### config.mk
export PLATFORM = sky130hd
export DESIGN_NAME = alfss_front
export DESIGN_NICKNAME = d
export VERILOG_FILES = /design/src/hw/rtl/alfss_pkg.sv /design/src/hw/rtl/alfss_front.sv
export SDC_FILE = /design/constraint.sdc
export NUM_CORES = 1
export LEC_CHECK = 0
export BUFFER_PORTS_ARGS = -buffer_cell sky130_fd_sc_hd__buf_2
export CAP_MARGIN = 20
export CORE_MARGIN = 2
export CORE_UTILIZATION = 59
export DETAILED_ROUTE_END_ITERATION = 16
export GPL_ROUTABILITY_DRIVEN = 0
export PLACE_DENSITY = 0.85
export SLEW_MARGIN = 40
export SYNTH_ARGS = -nofsm -noshare
export SYNTH_HDL_FRONTEND = slang
export SYNTH_SLANG_ARGS = --single-unit
### constraint.sdc
create_clock -name i_clk -period 9.1 [get_ports i_clk]
set_clock_uncertainty 0.15 [all_clocks]
set_input_delay 1.365 -clock i_clk [delete_from_list [all_inputs] [get_ports i_clk]]
set_output_delay 1.365 -clock i_clk [all_outputs]
set_load 0.05 [all_outputs]
### src/hw/rtl/alfss_pkg.sv
// Shared types, constants and codes for the attitude line filter servo setpoint block.
`timescale 1ns / 1ps

package alfss_pkg;

    localparam int AVERAGE_TAPS   = 25;
    localparam int MAX_LINE_BYTES = 49;
    localparam int LEN_W          = $clog2(MAX_LINE_BYTES + 1);
    localparam int RING_IDX_W     = $clog2(AVERAGE_TAPS);
    localparam int QUEUE_DEPTH    = 2;
    localparam int QPTR_W         = $clog2(QUEUE_DEPTH);
    localparam int QCNT_W         = $clog2(QUEUE_DEPTH + 1);

    localparam int VAL_W    = 21;
    localparam int MAG_W    = 20;
    localparam int ACC_W    = 24;
    localparam int ANGLE_W  = 22;
    localparam int SUM_W    = 26;
    localparam int CENTER_W = 15;
    localparam int GAIN_W   = 4;
    localparam int PROD_W   = SUM_W + GAIN_W;

    localparam int VALUE_LIMIT = 1000000;
    localparam int ANGLE_MAX   = (1 << (ANGLE_W - 1)) - 1;
    localparam int ANGLE_MIN   = -(1 << (ANGLE_W - 1));

    localparam int AVG_DIV     = AVERAGE_TAPS;
    localparam int ANG_DIV     = 4 * AVERAGE_TAPS;
    localparam int AVG_N_W     = SUM_W - 1;
    localparam int ANG_N_W     = PROD_W - 1;
    localparam int AVG_SHIFT   = AVG_N_W;
    localparam int ANG_SHIFT   = ANG_N_W;
    localparam int AVG_RECIP   = (1 << AVG_SHIFT) / AVG_DIV;
    localparam int ANG_RECIP   = (1 << ANG_SHIFT) / ANG_DIV;
    localparam int AVG_RECIP_W = $clog2(AVG_RECIP + 1);
    localparam int ANG_RECIP_W = $clog2(ANG_RECIP + 1);
    localparam int AVG_PROD_W  = AVG_N_W + AVG_RECIP_W;
    localparam int ANG_PROD_W  = ANG_N_W + ANG_RECIP_W;
    localparam int ANG_Q_W     = 23;
    localparam int ANG_A_W     = ANG_Q_W + 2;

    localparam logic [CENTER_W-1:0] PITCH_CENTER_RST = CENTER_W'(12000);
    localparam logic [CENTER_W-1:0] ROLL_CENTER_RST  = CENTER_W'(9000);
    localparam logic [GAIN_W-1:0]   GAIN_RST         = GAIN_W'(5);

    localparam logic [7:0] CH_NUL    = 8'h00;
    localparam logic [7:0] CH_TAB    = 8'h09;
    localparam logic [7:0] CH_LF     = 8'h0A;
    localparam logic [7:0] CH_CR     = 8'h0D;
    localparam logic [7:0] CH_SPACE  = 8'h20;
    localparam logic [7:0] CH_STAR   = 8'h2A;
    localparam logic [7:0] CH_PLUS   = 8'h2B;
    localparam logic [7:0] CH_MINUS  = 8'h2D;
    localparam logic [7:0] CH_DOT    = 8'h2E;
    localparam logic [7:0] CH_DIGIT0 = 8'h30;
    localparam logic [7:0] CH_DIGIT9 = 8'h39;
    localparam logic [7:0] CH_COLON  = 8'h3A;

    typedef enum logic [1:0] {
        PH_SEEK_STAR,
        PH_FIRST_NUM,
        PH_SECOND_NUM
    } t_parse_phase;

    typedef enum logic [2:0] {
        NUM_BEFORE,
        NUM_SIGN,
        NUM_INT,
        NUM_FRAC,
        NUM_DONE
    } t_num_phase;

    typedef enum logic [1:0] {
        REG_PITCH_CENTER,
        REG_ROLL_CENTER,
        REG_GAIN
    } t_reg_idx;

    typedef struct packed {
        logic signed [VAL_W-1:0] pitch;
        logic signed [VAL_W-1:0] roll;
    } t_line_vals;

    typedef struct packed {
        logic [CENTER_W-1:0] pitch_center;
        logic [CENTER_W-1:0] roll_center;
        logic [GAIN_W-1:0]   gain;
    } t_cfg;

endpackage

### src/hw/rtl/alfss_front.sv
// Front end: takes received bytes, parses the text line and emits the two values at line end.
`timescale 1ns / 1ps

module alfss_front
    import alfss_pkg::*;
(
    input  logic             i_clk,
    input  logic             i_rst_n,
    input  logic             i_valid,
    input  logic [7:0]       i_byte,
    input  logic             i_full,
    output logic             o_ready,
    output logic             o_push,
    output t_line_vals       o_vals
);

    t_parse_phase r_parse, n_parse;
    t_num_phase   r_num, n_num;

    logic [LEN_W-1:0] r_len, n_len;
    logic             r_text_ended, n_text_ended;
    logic             r_neg, n_neg;
    logic [MAG_W-1:0] r_value, n_value;
    logic [1:0]       r_frac, n_frac;
    logic signed [VAL_W-1:0] r_first, n_first;

    logic                    acc;
    logic                    line_end;
    logic                    is_digit;
    logic                    is_space;
    logic                    is_sign;
    logic [3:0]              digit;
    logic                    parse_byte;
    logic                    colon_hit;
    logic                    feed;
    logic signed [VAL_W-1:0] num_result;
    logic [ACC_W-1:0]        v_int;
    logic [ACC_W-1:0]        v_frac;
    logic [MAG_W-1:0]        v_int_cap;
    logic [MAG_W-1:0]        v_frac_cap;

    assign o_ready    = !i_full;
    assign acc        = i_valid && o_ready;
    assign line_end   = (i_byte == CH_LF) || (r_len >= LEN_W'(MAX_LINE_BYTES));
    assign is_digit   = (i_byte >= CH_DIGIT0) && (i_byte <= CH_DIGIT9);
    assign is_space   = (i_byte == CH_SPACE) || (i_byte == CH_TAB)
                        || ((i_byte >= CH_LF) && (i_byte <= CH_CR));
    assign is_sign    = (i_byte == CH_PLUS) || (i_byte == CH_MINUS);
    assign digit      = i_byte[3:0];
    assign parse_byte = acc && !line_end && !r_text_ended && (i_byte != CH_NUL);
    assign colon_hit  = parse_byte && (r_parse == PH_FIRST_NUM) && (i_byte == CH_COLON);
    assign feed       = parse_byte && (r_parse != PH_SEEK_STAR) && !colon_hit;
    assign num_result = r_neg ? -VAL_W'(r_value) : VAL_W'(r_value);

    assign v_int      = ACC_W'(r_value) * ACC_W'(10) + ACC_W'(digit) * ACC_W'(100);
    assign v_frac     = ACC_W'(r_value)
                        + ((r_frac == 2'd0) ? ACC_W'(digit) * ACC_W'(10) : ACC_W'(digit));
    assign v_int_cap  = (v_int > ACC_W'(VALUE_LIMIT)) ? MAG_W'(VALUE_LIMIT) : v_int[MAG_W-1:0];
    assign v_frac_cap = (v_frac > ACC_W'(VALUE_LIMIT)) ? MAG_W'(VALUE_LIMIT) : v_frac[MAG_W-1:0];

    always_comb begin
        n_parse = r_parse;
        n_num   = r_num;
        if (acc && line_end) begin
            n_parse = PH_SEEK_STAR;
            n_num   = NUM_BEFORE;
        end else if (colon_hit) begin
            n_parse = PH_SECOND_NUM;
            n_num   = NUM_BEFORE;
        end else if (parse_byte && (r_parse == PH_SEEK_STAR)) begin
            if (i_byte == CH_STAR) begin
                n_parse = PH_FIRST_NUM;
            end
        end else if (feed) begin
            unique case (r_num)
                NUM_BEFORE: begin
                    if (is_space) begin
                        n_num = NUM_BEFORE;
                    end else if (is_sign) begin
                        n_num = NUM_SIGN;
                    end else if (is_digit) begin
                        n_num = NUM_INT;
                    end else if (i_byte == CH_DOT) begin
                        n_num = NUM_FRAC;
                    end else begin
                        n_num = NUM_DONE;
                    end
                end
                NUM_SIGN, NUM_INT: begin
                    if (is_digit) begin
                        n_num = NUM_INT;
                    end else if (i_byte == CH_DOT) begin
                        n_num = NUM_FRAC;
                    end else begin
                        n_num = NUM_DONE;
                    end
                end
                NUM_FRAC: begin
                    if (!is_digit) begin
                        n_num = NUM_DONE;
                    end
                end
                default: begin
                    n_num = NUM_DONE;
                end
            endcase
        end
    end

    always_comb begin
        n_len        = r_len;
        n_text_ended = r_text_ended;
        n_neg        = r_neg;
        n_value      = r_value;
        n_frac       = r_frac;
        n_first      = r_first;
        if (acc && line_end) begin
            n_len        = '0;
            n_text_ended = 1'b0;
            n_neg        = 1'b0;
            n_value      = '0;
            n_frac       = '0;
            n_first      = '0;
        end else if (acc) begin
            n_len = r_len + LEN_W'(1);
            if (!r_text_ended && (i_byte == CH_NUL)) begin
                n_text_ended = 1'b1;
            end
            if (colon_hit) begin
                n_first = num_result;
                n_neg   = 1'b0;
                n_value = '0;
                n_frac  = '0;
            end else if (feed) begin
                case (r_num)
                    NUM_BEFORE, NUM_SIGN, NUM_INT: begin
                        if ((r_num == NUM_BEFORE) && is_sign) begin
                            n_neg = (i_byte == CH_MINUS);
                        end else if ((r_num != NUM_BEFORE || !is_space) && is_digit) begin
                            n_value = v_int_cap;
                        end
                    end
                    NUM_FRAC: begin
                        if (is_digit && (r_frac != 2'd2)) begin
                            n_value = v_frac_cap;
                            n_frac  = r_frac + 2'd1;
                        end
                    end
                    default: begin
                        n_value = r_value;
                    end
                endcase
            end
        end
    end

    always_comb begin
        o_push = acc && line_end;
        unique case (r_parse)
            PH_FIRST_NUM: begin
                o_vals.pitch = num_result;
                o_vals.roll  = '0;
            end
            PH_SECOND_NUM: begin
                o_vals.pitch = r_first;
                o_vals.roll  = num_result;
            end
            default: begin
                o_vals.pitch = '0;
                o_vals.roll  = '0;
            end
        endcase
    end

    always_ff @(posedge i_clk) begin
        if (!i_rst_n) begin
            r_parse      <= PH_SEEK_STAR;
            r_num        <= NUM_BEFORE;
            r_len        <= '0;
            r_text_ended <= 1'b0;
            r_neg        <= 1'b0;
            r_value      <= '0;
            r_frac       <= '0;
            r_first      <= '0;
        end else begin
            r_parse      <= n_parse;
            r_num        <= n_num;
            r_len        <= n_len;
            r_text_ended <= n_text_ended;
            r_neg        <= n_neg;
            r_value      <= n_value;
            r_frac       <= n_frac;
            r_first      <= n_first;
        end
    end

endmodule

==> results summary <==
The buffer and inverter count on the worst path came out at 4. The leakage power total is between 3 and 4 nW. The chip height is 110 um. Setup repair after global routing left no endpoint under its margin. The maximum resistive drop on vdd came out at roughly 64 uV. The number of max-cap violations came out at 0.

The register bit total from synthesis is 56. The first global-routing pass estimated around 27000 um of wire. The total track usage came out at 0.278. The total negative setup slack came out at 0 ns. The share of the clock period used by the worst path after layout came out at 0.624. The fraction of final layout cells sized beyond drive strength 1 is 0.100. In this run, the number of DRC markers left after iteration 0 of detailed routing was ~650. The family of cells with the greatest summed delay on the critical path is simple AND/OR/NAND/NOR gates. The critical path's slowest cell is sky130_fd_sc_hd__or4b_4.

The setup check on the worst reg-to-reg path leaves a slack of between 3 and 4 ns. The post-cts sizing count came out at 0. The total length of routed wires came out at 16700 um. Of the total synthesized cell area, the portion taken by XOR and XNOR cells is 0.0838. The total power consumption of the routed design came out at ~0.5 mW. The cell count of the worst hold path is 2.

The simple-gate share of the synthesized area came out at 0.254. The H-tree generated during clock tree synthesis spans 2 levels. The count of final setup violators came out at 0. The port buffer count came out at 55. The first detailed-routing pass took 6 iterations.

The main combinational cell family by area after synthesis is compound AO/OA/AOI/OAI gates. TritonCTS built the clock tree. The area added between synthesis and finish came out at 6.98%. STA puts the critical path data required time at 9.18 ns. The worst hold path begins at r_first[18]. Of the total synthesized cell area, the portion taken by full adders, half adders and majority gates is 0.167.

Counting along the longest clock path gives a buffer depth of 2. The worst slew margin relative to its limit came out at 0.486. In this run, CTS created clock tree buffers numbering 5. STA classifies the critical path endpoint as a register. The overall via count from detail_route came out at about 6600. The sequential share of the synthesized area is 0.170. Measured in cells, the most critical reg-to-reg path has a length of 15. The routed wirelength normalized by instance count came out at between 15 and 20 um. The final-layout fill cell count is roughly 960. The number of diodes is 0. The floorplan has 38 rows. The run finished with clean final reports.

The half-perimeter wire length after detailed placement came out at between 10000 and 15000 um. The cell area that synthesis handed to floorplanning was approximately 6600 sq um. Clock-pin slew was measured on the worst setup and hold paths at roughly 0.11 ns. The maximum net fanout on the critical path is 9. The net count of the mapped netlist came out at around 1000. The total power per unit cell area came out at roughly 71 nW/um^2. The maximum clock frequency came out at roughly 180 MHz. At the worst endpoint, the arrival time is between 5 and 6 ns. The most frequent standard cell in the layout excluding fill and tap cells is sky130_fd_sc_hd__nand2_1. The remaining routing DRC violations came out at 0. The final net count is a little over 1000.

The initial cell density of the core is 0.607. The number of antenna violations at the first check in global routing came to 0. The die is between 100 and 150 um wide. The area enclosed by the die boundary came out at approximately 12000 sq um. between 50 and 60 I/O pins were placed. For hold timing, the worst endpoint is r_first[18].

The number of global-route vias before repair is 5812. The worst hold-check slack came out at about 0.31 ns. The worst setup path is launched from an input port.

The worst-skew pair later-pin latency is 0.32 ns. The number of clock sinks seen by CTS came out at 56. Averaged over all synthesized cells, the footprint is roughly 7.3 sq um. The time the final worst path needs with I/O delays and setup is around 5.7 ns.

The number of distinct library cell variants in the gate-level netlist after synthesis came out at between 70 and 80. The number of endpoints with negative hold slack in the final report came to 0. The post-synthesis async set-or-reset flop share is 0. For the pin with the worst max-slew slack, the measured transition is about 0.75 ns. Among all flip-flop cells after synthesis, the most frequent one is sky130_fd_sc_hd__dfxtp_1. The library cells used most frequently in the layout, excluding fill and tap cells, are sky130_fd_sc_hd__nand2_1, sky130_fd_sc_hd__nor2_1, sky130_fd_sc_hd__ha_1. Dividing the detail-routed via count by the number of cells gives approximately 6.2.

The number of cells produced by synthesis is about 900. Buffers inserted to repair hold after CTS numbered 0. The sum of overflow across all layers after global routing came out at 0.

CTS placed an instance of sky130_fd_sc_hd__clkbuf_8 at the clock tree root. The synthesized design contains 0 enable-type register cells. The signal on the critical path passes through buf_2 -> inv_1 -> ha_1 -> ha_1 -> inv_1 -> fa_1 -> inv_1 -> a31oi_1 -> xnor2_1 -> ha_1 -> o21ai_0 -> a32oi_2 -> or4b_4 -> or3b_4 -> nor4_4 -> mux2i_1 -> o21ba_2 -> a221oi_1. The post-synthesis compound-gate area fraction came out at 0.269.

The pin count of the biggest net entering global routing is approximately 40. The worst register-to-register path begins at r_value[3]. The area of the placeable core came out at about 11000 sq um. Measured against the total synthesized area, the mux share comes to 0.00608. The min-delay analysis places its worst path in the category register to register. The number of warnings reported in the yosys synthesis log is 0.

The number of pins with negative max-slew slack in the final report is 0. The remaining number of nets flagged by the antenna check after routing is 0. In this run the critical register-to-register path is captured at r_value[9]. The post-CTS setup buffer count came out at 0. In this design, the stage delay of the slowest critical-path cell is 0.54 ns. The critical path in this run is classified as input port to register.
Yosys cell counts, types with 3 or more instances:
master | n | share of area
sky130_fd_sc_hd__o22ai_1 | 3 | 0.0029
sky130_fd_sc_hd__o2111a_1 | 3 | 0.0051
sky130_fd_sc_hd__and2_1 | 16 | 0.015
sky130_fd_sc_hd__o21a_1 | 5 | 0.0057
sky130_fd_sc_hd__nand2_1 | 108 | 0.062
sky130_fd_sc_hd__clkbuf_1 | 40 | 0.023
sky130_fd_sc_hd__xor2_1 | 35 | 0.047
sky130_fd_sc_hd__o41ai_1 | 4 | 0.0053
sky130_fd_sc_hd__a32o_1 | 5 | 0.0076
sky130_fd_sc_hd__o211ai_1 | 11 | 0.013
sky130_fd_sc_hd__nor2_1 | 96 | 0.055
sky130_fd_sc_hd__a211o_1 | 3 | 0.0040
sky130_fd_sc_hd__o21ai_1 | 9 | 0.0068
sky130_fd_sc_hd__nor3_1 | 28 | 0.021
sky130_fd_sc_hd__ha_1 | 80 | 0.15
sky130_fd_sc_hd__fa_1 | 5 | 0.015
sky130_fd_sc_hd__a21oi_1 | 52 | 0.040
sky130_fd_sc_hd__o31ai_1 | 10 | 0.011
sky130_fd_sc_hd__a22oi_1 | 10 | 0.011
sky130_fd_sc_hd__nor2b_1 | 10 | 0.0095
sky130_fd_sc_hd__xnor2_1 | 28 | 0.037
sky130_fd_sc_hd__nand4_1 | 9 | 0.0086
sky130_fd_sc_hd__a211oi_1 | 26 | 0.030
sky130_fd_sc_hd__o21ai_0 | 58 | 0.044
sky130_fd_sc_hd__dfxtp_1 | 56 | 0.17
sky130_fd_sc_hd__nand3b_1 | 5 | 0.0057
sky130_fd_sc_hd__inv_1 | 43 | 0.025
sky130_fd_sc_hd__and4_1 | 3 | 0.0040
sky130_fd_sc_hd__a31o_2 | 3 | 0.0040
sky130_fd_sc_hd__or2_2 | 6 | 0.0057
sky130_fd_sc_hd__or3_1 | 10 | 0.0095
sky130_fd_sc_hd__nand2b_1 | 6 | 0.0057
sky130_fd_sc_hd__a221oi_1 | 4 | 0.0053
sky130_fd_sc_hd__nand3_1 | 17 | 0.013
sky130_fd_sc_hd__a41oi_1 | 3 | 0.0040
sky130_fd_sc_hd__a31oi_1 | 9 | 0.0086
sky130_fd_sc_hd__o211a_1 | 3 | 0.0046
sky130_fd_sc_hd__and3_1 | 10 | 0.0095
sky130_fd_sc_hd__a21o_1 | 13 | 0.015
sky130_fd_sc_hd__mux2i_1 | 4 | 0.0061
sky130_fd_sc_hd__or4_1 | 4 | 0.0046
sky130_fd_sc_hd__nor4_1 | 3 | 0.0029
metrics by stage:
stage	std cells	utilization	cell area [sq um]	worst slack, ns
2_1_floorplan	902	-	6580	3.67
3_3_place_gp	1058	0.637	6900	3.15
3_5_place_dp	1058	0.637	6910	3.12
4_1_cts	1066	0.648	7020	3.46
5_1_grt	1067	0.649	7040	3.14
6_report	1067	0.649	7040	3.42
worst register-to-register path: cells and delay by family (launching register included):
family | cells | cell delay (ns)
AO/OA/AOI/OAI | 6 | 1.44
AND/OR/NAND/NOR | 3 | 1.32
flip-flops | 1 | 0.52
adder cells (fa/ha/maj) | 4 | 1.35
multiplexers | 1 | 0.30
XOR/XNOR | 1 | 0.19
report_power, final:
group | switching, mW | internal, mW | leakage [nW] | total, mW
logic | 0.0502 | 0.0305 | 2.67 | 0.0807
registers | 0.000738 | 0.246 | 0.451 | 0.246
clock network | 0.0894 | 0.0831 | 0.0583 | 0.172
per-layer routing:
layer	up-vias	GRT usage	routed length, um
li1	3325	-	-
met1	3008	0.377	7650
met2	252	0.472	7690
met3	35	0.0296	1070
met4	0	0.0687	297
met5	-	0	0
sequential cells by signal (all words and copies together) (netlist names):
signal,cells
r_frac,2
r_first,21
r_value,20
r_text_ended,1
r_parse,2
r_num,3
r_neg,1
r_len,6
layout make-up:
| cell class | instances | area [sq um] | area share |
|---|---|---|---|
| multi-input cells | 760 | 5160 | 0.732 |
| flip-flops and latches | 56 | 1120 | 0.159 |
| repair buffers | 60 | 310 | 0.0441 |
| well taps | 140 | 175 | 0.0249 |
| inverters | 43 | 161 | 0.0229 |
| clock buffers | 5 | 68.8 | 0.00977 |
| clock inverters | 3 | 47.5 | 0.00675 |
cells by family after synthesis:
group                      after synthesis
buffers and inverters                   86
AOI/OAI and AO/OA                      263
adders and majority gates               85
xor gates and xnor gates                63
DFF                                     56
muxes                                    4
and+or+nand+nor                        345
worst max path at each step:
stage	slack [ns]	cells past startpoint	start	to
2_1_floorplan	3.67	17	i_byte[1]	r_value[16]
3_3_place_gp	3.15	17	i_byte[1]	r_value[9]
3_5_place_dp	3.12	18	i_byte[1]	r_value[6]
4_1_cts	3.46	18	i_byte[1]	r_value[6]
5_1_grt	3.14	18	i_byte[1]	r_value[9]
6_report	3.42	18	i_byte[1]	r_value[9]
Power figures use the tool's default switching activity.
