===== src/hw/rtl/alfss_pkg.sv =====
// Shared types, constants and codes for the attitude line filter servo setpoint block.
`timescale 1ns / 1ps

package alfss_pkg;

    localparam int AVERAGE_TAPS   = 25;
    localparam int MAX_LINE_BYTES = 49;
    localparam int LEN_W          = $clog2(MAX_LINE_BYTES + 1);
    localparam int RING_IDX_W     = $clog2(AVERAGE_TAPS);
    localparam int QUEUE_DEPTH    = 2;
    localparam int QPTR_W         = $clog2(QUEUE_DEPTH);
    localparam int QCNT_W         = $clog2(QUEUE_DEPTH + 1);

    localparam int VAL_W    = 21;
    localparam int MAG_W    = 20;
    localparam int ACC_W    = 24;
    localparam int ANGLE_W  = 22;
    localparam int SUM_W    = 26;
    localparam int CENTER_W = 15;
    localparam int GAIN_W   = 4;
    localparam int PROD_W   = SUM_W + GAIN_W;

    localparam int VALUE_LIMIT = 1000000;
    localparam int ANGLE_MAX   = (1 << (ANGLE_W - 1)) - 1;
    localparam int ANGLE_MIN   = -(1 << (ANGLE_W - 1));

    localparam int AVG_DIV     = AVERAGE_TAPS;
    localparam int ANG_DIV     = 4 * AVERAGE_TAPS;
    localparam int AVG_N_W     = SUM_W - 1;
    localparam int ANG_N_W     = PROD_W - 1;
    localparam int AVG_SHIFT   = AVG_N_W;
    localparam int ANG_SHIFT   = ANG_N_W;
    localparam int AVG_RECIP   = (1 << AVG_SHIFT) / AVG_DIV;
    localparam int ANG_RECIP   = (1 << ANG_SHIFT) / ANG_DIV;
    localparam int AVG_RECIP_W = $clog2(AVG_RECIP + 1);
    localparam int ANG_RECIP_W = $clog2(ANG_RECIP + 1);
    localparam int AVG_PROD_W  = AVG_N_W + AVG_RECIP_W;
    localparam int ANG_PROD_W  = ANG_N_W + ANG_RECIP_W;
    localparam int ANG_Q_W     = 23;
    localparam int ANG_A_W     = ANG_Q_W + 2;

    localparam logic [CENTER_W-1:0] PITCH_CENTER_RST = CENTER_W'(12000);
    localparam logic [CENTER_W-1:0] ROLL_CENTER_RST  = CENTER_W'(9000);
    localparam logic [GAIN_W-1:0]   GAIN_RST         = GAIN_W'(5);

    localparam logic [7:0] CH_NUL    = 8'h00;
    localparam logic [7:0] CH_TAB    = 8'h09;
    localparam logic [7:0] CH_LF     = 8'h0A;
    localparam logic [7:0] CH_CR     = 8'h0D;
    localparam logic [7:0] CH_SPACE  = 8'h20;
    localparam logic [7:0] CH_STAR   = 8'h2A;
    localparam logic [7:0] CH_PLUS   = 8'h2B;
    localparam logic [7:0] CH_MINUS  = 8'h2D;
    localparam logic [7:0] CH_DOT    = 8'h2E;
    localparam logic [7:0] CH_DIGIT0 = 8'h30;
    localparam logic [7:0] CH_DIGIT9 = 8'h39;
    localparam logic [7:0] CH_COLON  = 8'h3A;

    typedef enum logic [1:0] {
        PH_SEEK_STAR,
        PH_FIRST_NUM,
        PH_SECOND_NUM
    } t_parse_phase;

    typedef enum logic [2:0] {
        NUM_BEFORE,
        NUM_SIGN,
        NUM_INT,
        NUM_FRAC,
        NUM_DONE
    } t_num_phase;

    typedef enum logic [1:0] {
        REG_PITCH_CENTER,
        REG_ROLL_CENTER,
        REG_GAIN
    } t_reg_idx;

    typedef struct packed {
        logic signed [VAL_W-1:0] pitch;
        logic signed [VAL_W-1:0] roll;
    } t_line_vals;

    typedef struct packed {
        logic [CENTER_W-1:0] pitch_center;
        logic [CENTER_W-1:0] roll_center;
        logic [GAIN_W-1:0]   gain;
    } t_cfg;

endpackage


===== src/hw/rtl/alfss_queue.sv =====
// Short queue of parsed line values between the parser and the filter pipeline.
`timescale 1ns / 1ps

module alfss_queue
    import alfss_pkg::*;
(
    input  logic       i_clk,
    input  logic       i_rst_n,
    input  logic       i_push,
    input  t_line_vals i_data,
    output logic       o_full,
    input  logic       i_pop,
    output logic       o_valid,
    output t_line_vals o_data
);

    t_line_vals        r_mem [QUEUE_DEPTH];
    logic [QPTR_W-1:0] r_wr_ptr, n_wr_ptr;
    logic [QPTR_W-1:0] r_rd_ptr, n_rd_ptr;
    logic [QCNT_W-1:0] r_count, n_count;

    assign o_full  = (r_count == QCNT_W'(QUEUE_DEPTH));
    assign o_valid = (r_count != '0);
    assign o_data  = r_mem[r_rd_ptr];

    always_comb begin
        n_wr_ptr = r_wr_ptr;
        n_rd_ptr = r_rd_ptr;
        n_count  = r_count;
        if (i_push) begin
            n_wr_ptr = (r_wr_ptr == QPTR_W'(QUEUE_DEPTH - 1)) ? '0 : r_wr_ptr + QPTR_W'(1);
        end
        if (i_pop) begin
            n_rd_ptr = (r_rd_ptr == QPTR_W'(QUEUE_DEPTH - 1)) ? '0 : r_rd_ptr + QPTR_W'(1);
        end
        if (i_push && !i_pop) begin
            n_count = r_count + QCNT_W'(1);
        end else if (!i_push && i_pop) begin
            n_count = r_count - QCNT_W'(1);
        end
    end

    always_ff @(posedge i_clk) begin
        if (i_push) begin
            r_mem[r_wr_ptr] <= i_data;
        end
    end

    always_ff @(posedge i_clk) begin
        if (!i_rst_n) begin
            r_wr_ptr <= '0;
            r_rd_ptr <= '0;
            r_count  <= '0;
        end else begin
            r_wr_ptr <= n_wr_ptr;
            r_rd_ptr <= n_rd_ptr;
            r_count  <= n_count;
        end
    end

`ifndef SYNTH
    a_no_overflow: assert property (@(posedge i_clk) disable iff (!i_rst_n)
        i_push |-> (r_count < QCNT_W'(QUEUE_DEPTH)))
        else $error("line queue written while full");

    a_no_underflow: assert property (@(posedge i_clk) disable iff (!i_rst_n)
        i_pop |-> (r_count != '0))
        else $error("line queue read while empty");

    a_head_holds: assert property (@(posedge i_clk) disable iff (!i_rst_n)
        (o_valid && !i_pop) |=> (o_valid && (o_data == $past(o_data))))
        else $error("queue head changed without a read");
`endif

endmodule


===== config.mk =====
export PLATFORM = sky130hd
export DESIGN_NAME = alfss_queue
export DESIGN_NICKNAME = d
export VERILOG_FILES = /design/src/hw/rtl/alfss_pkg.sv /design/src/hw/rtl/alfss_queue.sv
export SDC_FILE = /design/constraint.sdc
export NUM_CORES = 1
export LEC_CHECK = 0
export BUFFER_PORTS_ARGS = -buffer_cell sky130_fd_sc_hd__buf_2
export CAP_MARGIN = 15
export CORE_UTILIZATION = 55
export CTS_CLUSTER_SIZE = 25
export DETAILED_ROUTE_END_ITERATION = 10
export PLACE_DENSITY_LB_ADDON = 0.25
export SLEW_MARGIN = 40
export SYNTH_ARGS = -nofsm -noshare
export SYNTH_HDL_FRONTEND = slang
export SYNTH_SLANG_ARGS = --single-unit
export TNS_END_PERCENT = 20

===== constraint.sdc =====
create_clock -name i_clk -period 7.22 [get_ports i_clk]
set_input_delay 0.361 -clock i_clk [delete_from_list [all_inputs] [get_ports i_clk]]
set_output_delay 0.361 -clock i_clk [all_outputs]
set_load 0.05 [all_outputs]

==> flow_summary.json, run 1 <==
{
  "finalNetCount": 296,
  "drv_slew": 0,
  "worstSetupEndpointType": "output pin",
  "worst-path-max-fanout": 42,
  "h-tree-depth": 3,
  "pwr_density_cell_nw_per_um2": 280.9,
  "slew_headroom_pct": 61.43,
  "met2_usage_pct": 28.70,
  "grt.overflow.total": 0,
  "dp_hpwl_um": 3251,
  "n_antenna_cell": 0,
  "syn2layout_area_growth_pct": 21.74,
  "placeableCoreArea_um2": 5608,
  "clk_latency_ps": 340,
  "most-common-layout-cells": "buf_2, edfxtp_1, mux2_2",
  "start_util_pct": 57.99,
  "syn_area_um2": 3252,
  "start_kind": "flop",
  "synth_cells": 153,
  "antenna_left": 0,
  "setup_ws_ps": 5146,
  "grt_start_max_net_pins": 43,
  "die_w_um": 78.89,
  "grt_pass1_vias": 1634,
  "ys_seq_area_share_pct": 80.65,
  "synth_seq_cells": 89,
  "placed_cells": 310,
  "cts_tree": "built",
  "boundaryPins": 90,
  "p_leak_nw": 1.499,
  "yosysWarnings": 0,
  "gp_congestion": 0.6672,
  "outcome": "finished, final reports clean",
  "routed_wl_um": 5207,
  "grt_usage_pct": 17.94,
  "critPathKind": "flop to output pin",
  "final_common_cell": "buf_2",
  "post_drt_wl_per_cell_um": 15.97,
  "place_ws_ps": 5512,
  "required_ps": 6860,
  "first_pass_iters": 4,
  "design.die.area_um2": 6224,
  "max_freq_mhz": 482.2,
  "grt_antenna_before_repair": 0,
  "drive_gt1_share_pct": 59.06,
  "cts_buffer_depth": 2,
  "final_area_um2": 3959,
  "setup_violations": 0,
  "viasPerCell": 5.135,
  "hold_ws_ps": 201.1,
  "ys_types": 17,
  "fin_crit_sh_pct": 28.73,
  "vdd_drop_max_v": 0.0001630,
  "cp_data_arrival_time_ps": 1710,
  "synth_fp_nets": 200,
  "cts_sinks": 89,
  "clkTransAtPathRegs_ps": 80,
  "tightest_slew_ps": 578.6,
  "use_met1_pct": 21.59,
  "finalHoldViolations": 0,
  "postCtsHoldBufs": 0,
  "grt_pass1_wl_um": 7817,
  "finalSetupTns_ps": 0,
  "syn_area_per_cell_um2": 21.25,
  "top_usage_layer": "met2",
  "final_util_pct": 70.59,
  "fin_skew_ps": 4.715,
  "drtIter0Drc": 52,
  "final_cells": 326,
  "power_mw": 1.112,
  "port_buffers": 89,
  "cts_resized": 0,
  "cts-root-buf": "clkbuf_8",
  "fin_crit_ps": 2074,
  "vias": 1674,
  "drc": 0,
  "cts_buffers": 9,
  "max_cap_violations": 0,
  "rows": 27,
  "die_h_um": 78.89,
  "postCtsSetupBuffers": 0,
  "dpl_cell_area_um2": 3774,
  "grt_setup_unrepaired": "no",
  "hold_path.class": "input port to flop",
  "met3_usage_pct": 5.977
}
## logic make-up after synthesis
logic type	Yosys count	share of synthesized area, %
DFF	89	80.65
muxes	42	14.54
and+or+nand+nor	9	1.808
buffers and inverters	6	1.193
AOI/OAI and AO/OA	3	0.6156
xor gates and xnor gates	3	0.8082
adders and majority gates	1	0.3847
## Yosys cell counts
master	count	area, um2
or2_2	1	6.260
o21ai_0	1	5.000
and2b_2	1	8.760
dfxtp_1	5	100.1
xnor2_1	1	8.760
xor2_1	2	17.52
or3_1	1	6.260
nor2b_1	2	12.51
edfxtp_1	84	2522
ha_1	1	12.51
and2_1	4	25.02
buf_4	4	30.03
mux2_2	42	473.0
o21a_1	1	7.510
a21boi_1	1	7.510
inv_1	1	3.750
buf_2	1	5.000
## critical path: stages (launching register included)
cell and delay, ps:
dfxtp_4 710, mux2_2 420, buf_2 210
## power by group
| part | internal, mW | total (mW) | switching (mW) |
|---|---|---|---|
| clock | 0.156 | 0.315 | 0.159 |
| sequential | 0.595 | 0.611 | 0.0163 |
| combinational | 0.0570 | 0.186 | 0.129 |
| total | 0.807 | 1.11 | 0.305 |
## state kept, by name, indices dropped and copies added (netlist names), named ones only
signal    count
r_count       2
r_wr_ptr      1
r_rd_ptr      1
r_mem        84
## final timing paths
path	startpoint	endpoint	slack (ps)	depth (start not counted)
max	flop	o_data[5]	5150	2
min	i_data[34]	r_mem[0][34]	200	1
max reg2reg	r_wr_ptr	r_mem[1][15]	5880	1
min reg2reg	r_count[1]	r_count[1]	510	2
## metal layers
layer / wire length (um) / share of wire [%] / up-vias
met5: 0 / 0 / -
met4: 114 / 2.2 / 0
met3: 296 / 5.7 / 12
met2: 2604 / 50 / 53
met1: 2190 / 42 / 819
li1: - / - / 790
## cell type report
type / instances / area [um2]
multi-input combinational: 58 / 600.6
inverter: 1 / 3.754
sequential: 89 / 2626
tap: 72 / 90.09
clock inverter: 7 / 61.31
timing repair buffer: 90 / 452.9
fill: 389 / 1649
clock buffer: 9 / 123.9
(Power assumes the default switching activity.)
==> run 2: changes to the inputs <==
CORE_UTILIZATION = 51   (was 55)
clock period = 2.1 ns   (was 7.22 ns; I/O delays follow)
==> run 2 against run 1 <==
Total power grew to 3.7 times the previous value. Sequential share of layout area fell by 7.4 points. Worst hold slack worse by 170 ps. Register-to-register slack got worse by 5000 ps. Die area up 7.6%. Routed wire length rose by 10%. Global-route usage down 0.22 points. Critical path depth is 1 higher. Final area grew 13%. Final cell count increased by 15%. Combinational power rose to 4.0 times the previous value. Worst setup slack lost 4900 ps. Largest power group unchanged.
==> flow_summary.json, run 2 (synthesis gave the netlist of run 1 again) <==
{
  "outcome": "finished, final reports clean",
  "postCtsSetupBuffers": 0,
  "syn2layout_area_growth_pct": 36.98,
  "grt_start_max_net_pins": 29,
  "drtIter0Drc": 83,
  "cp_cell_sequence": "buf_12 > mux2_2 > buf_2",
  "design.die.area_um2": 6699,
  "cts-root-buf": "clkbuf_8",
  "grt_pass1_vias": 1856,
  "vias": 1836,
  "die_h_um": 81.85,
  "dp_hpwl_um": 3380,
  "vdd_drop_max_v": 0.0005577,
  "final_cells": 375,
  "cts_resized": 0,
  "gp_congestion": 0.6837,
  "placed_cells": 317,
  "fin_crit_sh_pct": 88.56,
  "final_common_cell": "buf_2",
  "setup_violations": 0,
  "grt_antenna_before_repair": 0,
  "clkTransAtPathRegs_ps": 80,
  "crit_path_max_incr_delay_ps": 580,
  "setup_ws_ps": 240.1,
  "critPathKind": "flop to output pin",
  "max_freq_mhz": 537.7,
  "boundaryPins": 90,
  "die_w_um": 81.85,
  "grt.overflow.total": 0,
  "cts_sinks": 89,
  "max_cap_violations": 0,
  "post_drt_wl_per_cell_um": 15.29,
  "finalSetupTns_ps": 0,
  "pwr_density_cell_nw_per_um2": 912.4,
  "port_buffers": 89,
  "viasPerCell": 4.896,
  "cts_buffers": 9,
  "cts_tree": "built",
  "grt_setup_unrepaired": "no",
  "worstSetupEndpointType": "output pin",
  "place_ws_ps": 603.3,
  "h-tree-depth": 3,
  "top_regs": "r_mem: 84 flops, r_count: 2 flops",
  "worst-path-max-fanout": 28,
  "first_pass_iters": 4,
  "cp_data_arrival_time_ps": 1750,
  "fin_crit_ps": 1860,
  "largest_reg_flops": 84,
  "cts_buffer_depth": 2,
  "finalHoldViolations": 0,
  "grt_pass1_wl_um": 8404,
  "p_leak_nw": 1.715,
  "finalNetCount": 342,
  "start_util_pct": 53.97,
  "hold_ws_ps": 26.83,
  "required_ps": 2000,
  "rows": 28,
  "drv_slew": 0,
  "routed_wl_um": 5734,
  "cpMaxStageDelayCell": "dfxtp_2",
  "placeableCoreArea_um2": 6026,
  "fin_skew_ps": 6.975,
  "clk_latency_ps": 340,
  "slew_headroom_pct": 73.99,
  "grt_usage_pct": 17.73,
  "drc": 0,
  "most-common-layout-cells": "buf_2, edfxtp_1, mux2_2, dlygate4sd3_1, clkbuf_8",
  "drive_gt1_share_pct": 52.33,
  "start_kind": "flop",
  "top_register": "r_mem",
  "tightest_slew_ps": 390.2,
  "n_antenna_cell": 0,
  "hold_path.class": "input port to flop",
  "antenna_left": 0,
  "fill_cells": 406,
  "final_util_pct": 73.92
}
==> run 2: changes by cell type in the layout (fill, tap and decap cells not counted) <==
| cell | delta |
|---|---|
| dfxtp_2 | +1 |
| buf_4 | +3 |
| dlygate4sd3_1 | +42 |
| bufinv_16 | +1 |
| clkinv_2 | +1 |
| dfxtp_4 | -1 |
| and2_4 | -1 |
| and2_2 | +1 |
| inv_6 | +1 |
| clkinv_1 | -3 |
| buf_12 | +1 |
==> run 2: timing repair <==
item / 4_1_cts / 5_1_grt
hold buffers: 42 / 0
hold endpoints to repair: 84 / 0
setup endpoints to repair: 0 / 0
==> run 2: final timing paths <==
kind                            startpoint           end  slack [ps]  cells past startpoint
worst max-delay path                  flop    o_data[29]         240                      3
worst min-delay path               i_rst_n      r_wr_ptr          30                      2
worst max register to register    r_wr_ptr  r_mem[1][15]         900                      2
worst min register to register  r_count[1]    r_count[1]         530                      2
==> run 2: worst max-delay path: cells and delay by family, from the launching register on <==
family	cells	cell delay [ps]
buffers and inverters	2	460
muxes	1	360
DFF	1	580
==> run 2: layout make-up <==
class / count / area (um2) / share of cell area (%)
flip-flops and latches: 89 / 2624 / 58.90
repair buffers: 136 / 915.9 / 20.56
well taps: 75 / 93.84 / 2.107
inverters: 1 / 3.754 / 0.08427
multi-input cells: 58 / 599.3 / 13.46
clock inverters: 7 / 93.84 / 2.107
clock buffers: 9 / 123.9 / 2.781
==> run 2: metrics by stage <==
stage,total power [mW],cell area (um2)
5_1_grt,4.185,4454
3_5_place_dp,2.800,3816
3_3_place_gp,2.790,3816
2_1_floorplan,2.627,3254
4_1_cts,4.088,4454
6_report,4.064,4454
==> run 2: where the power goes <==
group	switching, mW	total [mW]	internal [mW]
registers	0.0384	2.08	2.04
logic	0.481	0.738	0.257
clock network	0.574	1.24	0.670
total	1.09	4.06	2.97
==> run 2: layer usage <==
| metal | wire length [um] | vias to the layer above | global-route usage, % |
|---|---|---|---|
| met5 | 0 | - | 0 |
| met4 | 55 | 0 | 8.596 |
| met3 | 251 | 7 | 4.222 |
| met2 | 3072 | 56 | 30.66 |
| met1 | 2355 | 899 | 20.62 |
| li1 | - | 874 | - |
==> run 3: changes to the inputs <==
CORE_UTILIZATION = 45   (was 51)
==> run 3 against run 2 <==
Maximum frequency up 9.0%. Routed wire length grew 0.30%. Flip-flop and latch count unchanged. Clock-buffer cell count grew 2. Via count down 0.44%. Clock skew down 2.1 ps. Critical path depth unchanged. Final cell count is 5.1% higher. Combinational power up 1%. Register-to-register slack got worse by 160 ps. Die area rose by 13%. Non-clock buffer count down 1. Critical path type unchanged. Critical endpoint is now o_data[17]. Largest power group unchanged.
==> flow_summary.json, run 3 (synthesis gave the netlist of run 1 again) <==
{
  "required_ps": 2000,
  "viasPerCell": 4.640,
  "placeableCoreArea_um2": 6869,
  "setup_violations": 0,
  "first_pass_iters": 4,
  "antenna_left": 0,
  "slew_headroom_pct": 72.68,
  "dp_hpwl_um": 3528,
  "hold_path.class": "input port to flop",
  "n_antenna_cell": 0,
  "setup_ws_ps": 393.5,
  "worst-path-max-fanout": 37,
  "fin_crit_sh_pct": 81.26,
  "die_w_um": 87.01,
  "drtIter0Drc": 58,
  "rows": 30,
  "cts_buffer_depth": 2,
  "post_drt_wl_per_cell_um": 14.60,
  "grt_pass1_wl_um": 8845,
  "syn2layout_area_growth_pct": 37.40,
  "seqPwrFrac_pct": 51.7,
  "final_cells": 394,
  "worstSetupEndpointType": "output pin",
  "drive_gt1_share_pct": 51.01,
  "most-common-layout-cells": "buf_2, edfxtp_1, mux2_2, dlygate4sd3_1, clkbuf_8",
  "routed_wl_um": 5751,
  "finalHoldViolations": 0,
  "grt_start_max_net_pins": 38,
  "finalSetupTns_ps": 0,
  "clk_latency_ps": 330,
  "top_register": "r_mem",
  "design.die.area_um2": 7571,
  "placed_cells": 337,
  "fin_skew_ps": 4.906,
  "top_regs": "r_mem: 84 flops, r_count: 2 flops",
  "grt_setup_unrepaired": "no",
  "fin_crit_ps": 1707,
  "h-tree-depth": 3,
  "max_cap_violations": 0,
  "place_ws_ps": 736.0,
  "p_leak_nw": 1.708,
  "cp_data_arrival_time_ps": 1600,
  "largest_reg_flops": 84,
  "pwr_density_cell_nw_per_um2": 898.8,
  "start_kind": "flop",
  "cts-root-buf": "clkbuf_8",
  "port_buffers": 89,
  "grt.overflow.total": 0,
  "cts_sinks": 89,
  "start_util_pct": 47.34,
  "gp_congestion": 0.6645,
  "clkTransAtPathRegs_ps": 80,
  "vias": 1828,
  "cts_tree": "built",
  "internal_power_mw": 2.963,
  "drc": 0,
  "tightest_slew_ps": 409.8,
  "grt_usage_pct": 15.95,
  "p_sw_mw": 1.053,
  "final_area_um2": 4468,
  "critPathKind": "flop to output pin",
  "final_common_cell": "buf_2",
  "combPwrFrac_pct": 18.6,
  "power.clock.fraction_pct": 29.7,
  "max_freq_mhz": 586.0,
  "swShare_pct": 26.22,
  "grt_pass1_vias": 1903,
  "die_h_um": 87.01,
  "drv_slew": 0,
  "finalNetCount": 341,
  "cts_buffers": 9,
  "dpl_cell_area_um2": 3847,
  "outcome": "finished, final reports clean",
  "boundaryPins": 90,
  "vdd_drop_max_v": 0.0004706,
  "grt_antenna_before_repair": 0
}
## run 3: cell types whose count changed in the layout (fill, tap and decap cells not counted)
cell and delta:
buf_12 +1, buf_4 -2, clkinvlp_4 -2, clkbuf_1 +2, clkinv_2 -1, clkinv_1 +1, inv_6 -1
## run 3: worst paths after layout
kind | startpoint | endpoint | slack (ps) | cells after the start
worst min-delay path | i_rst_n | r_wr_ptr | 40 | 2
worst min register to register | r_count[1] | r_count[1] | 520 | 2
worst max-delay path | flop | o_data[17] | 390 | 3
worst max register to register | r_wr_ptr | r_mem[1][36] | 740 | 2
## run 3: routing by layer
layer	vias to the layer above	share of wire, %	GRT usage, %
li1	879	-	-
met1	890	43	18.40
met2	53	52	28.63
met3	6	4.1	3.981
met4	0	0.83	5.909
met5	-	0	0
## run 3: power groups by stage
stage	Combinational [mW]	Sequential [mW]	Clock (mW)
2_1_floorplan	0.524	2.10	0
3_3_place_gp	0.684	2.11	0
3_5_place_dp	0.689	2.12	0
4_1_cts	0.752	2.08	1.22
5_1_grt	0.786	2.08	1.29
6_report	0.746	2.07	1.19
## run 3: repair_timing
| action | 4_1_cts | 5_1_grt |
|---|---|---|
| setup buffers | 0 | 0 |
| resized for setup | 0 | 0 |
| endpoints found under the hold margin | 84 | 0 |
| hold buffers | 42 | 0 |
## run 3: metrics by stage
| step | hold WS, ps | total power, mW | util (%) |
|---|---|---|---|
| 3_3_place_gp | 294.5 | 2.794 | 56.01 |
| 6_report | 36.77 | 4.016 | 65.05 |
| 3_5_place_dp | 296.7 | 2.805 | 56.01 |
| 5_1_grt | 28.22 | 4.162 | 65.05 |
| 4_1_cts | 20.71 | 4.048 | 65.05 |
| 2_1_floorplan | 203.9 | 2.627 | - |
## run 3: worst max-delay path: stages, from the launching register on
cell	delay, ps
dfxtp_2	420
buf_12	240
mux2_2	370
buf_2	210
## run 3: final cells by class
type | count | area, um2
well taps | 96 | 120.1
inverters | 1 | 3.754
clock buffers | 11 | 131.4
repair buffers | 135 | 920.9
fillers | 506 | 2401
clock inverters | 4 | 68.82
multi-input cells | 58 | 599.3
flip-flops and latches | 89 | 2624
